## config.mk

```make
export PLATFORM = sky130hd
export DESIGN_NAME = cmpc_seq
export DESIGN_NICKNAME = d
export VERILOG_FILES = /design/src/rtl/cmpc_pkg.sv /design/src/rtl/cmpc_seq.sv
export SDC_FILE = /design/constraint.sdc
export NUM_CORES = 1
export LEC_CHECK = 0
export BUFFER_PORTS_ARGS = -buffer_cell sky130_fd_sc_hd__buf_2
export CAP_MARGIN = 20
export CORE_MARGIN = 4
export CORE_UTILIZATION = 55
export CTS_CLUSTER_SIZE = 28
export DETAILED_ROUTE_END_ITERATION = 10
export PLACE_DENSITY = 0.82
export SYNTH_ARGS = -nofsm -noshare
export SYNTH_HDL_FRONTEND = slang
export SYNTH_SLANG_ARGS = --single-unit
```

## constraint.sdc

```tcl
create_clock -name i_clk -period 8.85 [get_ports i_clk]
set_input_delay 1.3275 -clock i_clk [delete_from_list [all_inputs] [get_ports i_clk]]
set_output_delay 1.3275 -clock i_clk [all_outputs]
set_load 0.005 [all_outputs]
```

## src/rtl/cmpc_pkg.sv

```systemverilog
// Package with shared types, constants and float ordering functions for the max pool block.
`default_nettype none
package cmpc_pkg;

    localparam int DEF_MAX_CHANNELS = 256;
    localparam int SAMPLE_W = 32;
    localparam int CHIDX_W = 8;
    localparam int TAPS_W = 16;
    localparam int CCNT_W = 9;
    localparam int CFG_IDX_W = 2;

    localparam logic [TAPS_W-1:0]   RST_WINDOW_TAPS = 16'd9;
    localparam logic [CCNT_W-1:0]   RST_CHANNEL_COUNT = 9'd1;
    localparam logic [SAMPLE_W-1:0] RST_CLAMP_MAX = 32'h7F80_0000;
    localparam logic [SAMPLE_W-1:0] RST_CLAMP_MIN = 32'hFF80_0000;

    typedef logic [CFG_IDX_W-1:0] t_cfg_idx;
    localparam t_cfg_idx REG_WINDOW_TAPS = 2'd0;
    localparam t_cfg_idx REG_CHANNEL_COUNT = 2'd1;
    localparam t_cfg_idx REG_CLAMP_MAX = 2'd2;
    localparam t_cfg_idx REG_CLAMP_MIN = 2'd3;

    typedef struct packed {
        logic first_tap;
        logic last_tap;
        logic last_ch;
    } t_ctrl;

    function automatic logic [SAMPLE_W-1:0] order_key(input logic [SAMPLE_W-1:0] v);
        return v[SAMPLE_W-1] ? ~v : {~v[SAMPLE_W-1], v[SAMPLE_W-2:0]};
    endfunction

    function automatic logic [SAMPLE_W-1:0] pick_max(input logic [SAMPLE_W-1:0] a,
                                                     input logic [SAMPLE_W-1:0] b);
        return (order_key(b) > order_key(a)) ? b : a;
    endfunction

    function automatic logic [SAMPLE_W-1:0] pick_min(input logic [SAMPLE_W-1:0] a,
                                                     input logic [SAMPLE_W-1:0] b);
        return (order_key(b) < order_key(a)) ? b : a;
    endfunction

endpackage
`default_nettype wire

```

## src/rtl/cmpc_seq.sv

```systemverilog
// Configuration registers and channel and tap position counters.
`default_nettype none
module cmpc_seq #(
    parameter int MAX_CHANNELS = cmpc_pkg::DEF_MAX_CHANNELS,
    parameter int AW = 8
) (
    input  wire logic                          i_clk,
    input  wire logic                          i_rst_n,
    input  wire logic                          i_cfg_we,
    input  wire cmpc_pkg::t_cfg_idx            i_cfg_idx,
    input  wire logic [cmpc_pkg::SAMPLE_W-1:0] i_cfg_data,
    input  wire logic                          i_accept,
    output logic [AW-1:0]                      o_addr,
    output cmpc_pkg::t_ctrl                    o_ctrl,
    output logic [cmpc_pkg::SAMPLE_W-1:0]      o_clamp_max,
    output logic [cmpc_pkg::SAMPLE_W-1:0]      o_clamp_min
);
    import cmpc_pkg::*;

    localparam int MW = $clog2(MAX_CHANNELS + 1);
    localparam int EW = (MW > CCNT_W) ? MW : CCNT_W;

    logic [TAPS_W-1:0]   r_window_taps;
    logic [CCNT_W-1:0]   r_channel_count;
    logic [SAMPLE_W-1:0] r_clamp_max;
    logic [SAMPLE_W-1:0] r_clamp_min;
    logic [AW-1:0]       r_cpos;
    logic [TAPS_W-1:0]   r_tap;
    logic [AW-1:0]       n_cpos;
    logic [TAPS_W-1:0]   n_tap;
    logic [EW-1:0]       eff_ch;
    logic [TAPS_W-1:0]   eff_taps;
    logic                last_ch;
    logic                last_tap;

    always_comb begin
        if (r_channel_count == '0) begin
            eff_ch = EW'(1);
        end else if (EW'(r_channel_count) > EW'(MAX_CHANNELS)) begin
            eff_ch = EW'(MAX_CHANNELS);
        end else begin
            eff_ch = EW'(r_channel_count);
        end
        eff_taps = (r_window_taps == '0) ? TAPS_W'(1) : r_window_taps;
        last_ch  = (EW'(r_cpos) + EW'(1)) >= eff_ch;
        last_tap = ({1'b0, r_tap} + (TAPS_W + 1)'(1)) >= {1'b0, eff_taps};
        if (last_ch) begin
            n_cpos = '0;
            n_tap  = last_tap ? '0 : r_tap + TAPS_W'(1);
        end else begin
            n_cpos = r_cpos + AW'(1);
            n_tap  = r_tap;
        end
    end

    always_ff @(posedge i_clk) begin
        if (!i_rst_n) begin
            r_window_taps   <= RST_WINDOW_TAPS;
            r_channel_count <= RST_CHANNEL_COUNT;
            r_clamp_max     <= RST_CLAMP_MAX;
            r_clamp_min     <= RST_CLAMP_MIN;
        end else if (i_cfg_we) begin
            case (i_cfg_idx)
                REG_WINDOW_TAPS: begin
                    r_window_taps <= i_cfg_data[TAPS_W-1:0];
                end
                REG_CHANNEL_COUNT: begin
                    r_channel_count <= i_cfg_data[CCNT_W-1:0];
                end
                REG_CLAMP_MAX: begin
                    r_clamp_max <= i_cfg_data;
                end
                REG_CLAMP_MIN: begin
                    r_clamp_min <= i_cfg_data;
                end
                default: begin
                end
            endcase
        end
    end

    always_ff @(posedge i_clk) begin
        if (!i_rst_n) begin
            r_cpos <= '0;
            r_tap  <= '0;
        end else if (i_accept) begin
            r_cpos <= n_cpos;
            r_tap  <= n_tap;
        end
    end

    assign o_addr             = r_cpos;
    assign o_ctrl.first_tap   = (r_tap == '0);
    assign o_ctrl.last_tap    = last_tap;
    assign o_ctrl.last_ch     = last_ch;
    assign o_clamp_max        = r_clamp_max;
    assign o_clamp_min        = r_clamp_min;

endmodule
`default_nettype wire

```

=== After elaboration in Yosys (flattened, before gate mapping) ===
Cells that the tools add are included.

* Bits in registers: 113
* Output and inout port bits: 75
* Input port bits: 38
* Logic and storage cells: 30

* Add/sub/neg operators: 4
* Reduce and logical (&&, ||, !) cells: 9
* Mux-type cells: 5
* Equal/unequal tests: 3
* Order comparisons: 3

{| class="wikitable"
|+ Operators by type and width
! cell !! count
|-
| 16-bit logical NOT || 2
|-
| 16-bit 2-to-1 mux || 2
|-
| 9-bit 2-to-1 mux || 2
|-
| 16-bit by 1-bit adder with 17-bit output, second input constant || 1
|-
| 17-bit by 16-bit greater-or-equal comparator with 1-bit output || 1
|-
| 16-bit by 1-bit adder with 16-bit output, second input constant || 1
|-
| 2-bit AND reduction || 5
|-
| 8-bit by 1-bit adder with 9-bit output, second input constant || 1
|-
| 9-bit greater-or-equal comparator || 1
|-
| 9-bit > comparator, second input constant || 1
|-
| 9-bit logical NOT || 1
|-
| 8-bit by 1-bit adder with 8-bit output, second input constant || 1
|-
| 8-bit 2-to-1 mux || 1
|-
| 2-bit == test, second input constant || 2
|-
| 2-bit by 1-bit == test with 1-bit output, second input constant || 1
|-
| 2-bit logical NOT || 1
|}

=== Longest topological paths before layout ===
* Depth in word-level cells: 5
* Gate-level depth with buffers: 15

=== Worst setup path before layout ===
Ideal clock, no wire load.

* Path kind: register to output
* Start point: reg r_tap[0]
* End point: out o_ctrl[1] in the netlist's numbering
* Data required time: 7.523 ns
* Cell stages (with the launch flop): 14
* Path slack: 4.979 ns
* Data arrival time: 2.543 ns
* Cell sequence: dfxtp_1 -> ha_1 -> nand2_1 -> nor3_2 -> and4_1 -> xor2_1 -> ha_1 -> a21oi_1 -> o21ai_1 -> a221oi_1 -> and3_1 -> buf_6 -> inv_2 -> buf_4

* Word-level cells in the longest chain between the ends: 2

{| class="wikitable"
|+ RTL lines
! what !! RTL line !! text
|-
| start, declared || cmpc_seq.sv:28 || <nowiki>logic [TAPS_W-1:0] r_tap;</nowiki>
|-
| start signal, assigned || cmpc_seq.sv:88 || <nowiki>r_tap <= n_tap;</nowiki>
|-
| 16-bit by 1-bit adder with 17-bit output || cmpc_seq.sv:46 || <nowiki>last_tap = ({1'b0, r_tap} + (TAPS_W + 1)'(1)) >= {1'b0, eff_taps};</nowiki>
|-
| 17-bit by 16-bit greater-or-equal comparator with 1-bit output || cmpc_seq.sv:46 ||
|-
| end, declared || cmpc_seq.sv:14 || <nowiki>output cmpc_pkg::t_ctrl o_ctrl,</nowiki>
|}

Every way passes these cells.

==> run_results.csv <==
group,metric,value,unit
clock_network,clock-sinks,113,
synthesis,synth-edff-count,0,
clock_network,post_cts_buffers,0,
synthesis,ys_async_sr_fraction,0,%
finish,drive_above_1_share,22.6,%
pwr,p_leak,0.00292,uW
global_routing,antenna_found_initial,0,
synthesis,yosysWarningCount,0,
synthesis,synth.area.top_cells,"dfxtp_1, nand2_1, a21boi_0",
routing,via_count,5022,
sta,fin_crit_sh,58.5,%
setup_path,crit_top_cell,"ha_1",
sta,fin_skew,4.13,ps
setup_path,crit_path_end_kind,"primary output",
sta,slew_violations,0,
setup_path,critical-path-max-stage-delay,650,ps
clock_network,clock_path_buffers,2,
floorplanning,core.rowCount,36,
setup_path,reg2regPathDepth,12,
setup_path,critical_path_buf_inv_count,2,
pwr,power_density,193,nW/um2
placement,port_buffers,112,
placement,hpwl,9.68,mm
global_routing,gr-total-overflow,0,
sta,whs,464,ps
global_routing,use_met2,39.5,%
setup_path,cp_top_family,"simple AND/OR/NAND/NOR gates",
clock_network,cts_tree,"done",
sta,slew-limit-headroom,28.1,%
global_routing,grt_pass1_vias,4991,
sta,setup_viol_count_final,0,
finish,stdcell_count,915,
status,status,"completed",
global_routing,grt_busiest_layer,"met2",
synthesis,avgSynthCellArea,8.33,um2
routing,firstDrtPassIters,5,
global_routing,use_met1,29.8,%
sta,rsz0062_at_grt,"no",
clock_network,cts_hold_buf,0,
synthesis,synth.top_cells.by_count,"nand2_1, dfxtp_1, a21boi_0",
global_routing,use_met3,7.93,%
synthesis,yosysSeqAreaShare,40.0,%
synthesis,synth_top_area_share,40.0,%
setup_path,path_max_fanout,19,
synthesis,synth_top_cell_by_area,"dfxtp_1",
setup_path,crit_path_start_kind,"register",
setup_path,arrival,3850,ps
clock_network,numCtsBuffers,17,
global_routing,grt_max_degree,129,
sta,hold_viol_final,0,
finish,syn_to_final_growth,19.1,%
setup_path,critPathSlowestCell,"and3_1",
setup_path,worstPathRequired,7520,ps
global_routing,track_usage,24.2,%
worst_hold_path,min_path_cells,2,
pwr,ir_worst_vdd,0.000151,V
routing,vias_per_cell,5.49,
routing,wl_per_cell,15.2,um
sta,period_minus_slack,5170,ps
synthesis,synthFlopType,"dfxtp_1",
floorplanning,fp.dieH,109,um
routing,antenna_left,0,
floorplanning,pin_count,113,
routing,drc,0,
finish,final_nets,835,
clock_network,clk_latency,510,ps
synthesis,synth_fp_nets,745,
synthesis,netlist_area,5650,um2
sta,setup_tns,0,ps
synthesis,ys_ff_latch,113,
placement,dp_cells,882,
floorplanning,dieArea,12000,um2
clock_network,htreeDepth,4,
synthesis,synth_most_common_cell,"nand2_1",
setup_path,crit_cells,12,
sta,worst_pin_slew,1080,ps
clock_network,ctsResizeCount,0,
setup_path,crit_chain,"ha_1 > nand2_1 > nor3_2 > and4_1 > xor2_1 > ha_1 > a21oi_1 > o21ai_1 > a221oi_1 > and3_1 > inv_2 > buf_2",
floorplanning,core,9910,um2
synthesis,synth.distinct_cells,60,
routing,drt-initial-drc-count,254,
setup_path,critPathKind,"register to primary output",
floorplanning,fp.dieW,109,um
finish,final_util,68.0,%
floorplanning,initial_utilization,57.1,%
clock_network,cts_root_buf,"clkbuf_8",
placement,gp_congestion,0.844,
synthesis,syn-instance-count,679,
sta,fmax,0.193,GHz
global_routing,grt_pass1_wl,23.2,mm
worst_hold_path,min-delay-path-class,"register to register",
routing,routed_wl,13.9,mm
finish,antenna_cells,0,
clock_network,clk_pin_slew,60,ps
run,maxCapViolations,0,
==> cells by family after synthesis <==
family,count (synthesis),synth area share (%)
simple gates,329,27.0
flops,113,40.0
compound gates,111,16.0
buf+inv,68,5.89
fa+ha+maj,28,6.20
xor+xnor,20,3.10
mux,10,1.77
==> metal layers <==
metal	routed length, um	vias to the layer above	part of all wire [%]
li1	-	2489	-
met2	6670	159	48
met5	0	-	0
met4	277	0	2.0
met3	1050	29	7.5
met1	5900	2345	42
==> worst min-delay path: stages, from the launching register on <==
cell	delay, ps
dfxtp_1	300
nand2_1	40
a21boi_0	60
==> power by group <==
group	internal, uW	total, uW	leakage (uW)	switching, uW
clock network	378	624	0.000252	246
registers	526	538	0.000919	12.0
logic	56.0	136	0.00174	79.7
total	960	1300	0.00292	337
==> layout make-up <==
cell class	instances	area (um2)
clock inverter	13	113
timing repair buffer	117	618
sequential	113	2260
clock buffer	19	432
multi-input combinational	498	3060
inverter	22	82.6
fill	805	3170
tap	133	166
==> cells in the final DEF, fill, tap and decap left out, types with 3 or more instances in the layout <==
| master | instances |
|---|---|
| and3_1 | 5 |
| ha_1 | 28 |
| or2_2 | 3 |
| o221ai_2 | 4 |
| a31o_1 | 4 |
| a21boi_0 | 61 |
| a22o_1 | 4 |
| nand2_1 | 200 |
| dfxtp_1 | 113 |
| a21boi_1 | 3 |
| and4_1 | 3 |
| xor2_1 | 9 |
| nand2b_1 | 4 |
| inv_1 | 20 |
| nand4_1 | 12 |
| a21boi_2 | 9 |
| mux2i_1 | 10 |
| nor2b_1 | 10 |
| nor2_1 | 16 |
| clkinv_2 | 4 |
| clkinvlp_4 | 6 |
| nand3_1 | 43 |
| nor3_1 | 7 |
| clkbuf_16 | 16 |
| buf_4 | 4 |
| xnor2_1 | 11 |
| nor4_1 | 6 |
| o21ai_0 | 3 |
| buf_2 | 112 |
| a21oi_1 | 5 |
==> stage by stage <==
stage | cell area, um2 | power (uW) | setup WS [ps]
after floorplan | 5650 | 642 | 4980
after global placement | 6160 | 676 | 4290
after detailed placement | 6160 | 682 | 4230
after CTS | 6710 | 1300 | 3680
after global routing | 6740 | 1350 | 3390
final | 6740 | 1300 | 3680
==> state kept, by name, indices dropped and copies added (netlist names) <==
signal and flops:
o_addr 8, o_clamp_max 32, o_clamp_min 32, r_channel_count 9, r_tap 16, r_window_taps 16
==> path summary, 6_finish.rpt <==
path | start | endpoint | slack [ps]
worst max-delay path | r_tap[0] | o_ctrl[1] | 3680
worst min-delay path | o_clamp_max[9] | o_clamp_max[9] | 460
worst max register to register | r_tap[0] | r_tap[11] | 5310
worst min register to register | o_clamp_max[9] | o_clamp_max[9] | 460
(Power assumes the default switching activity.)
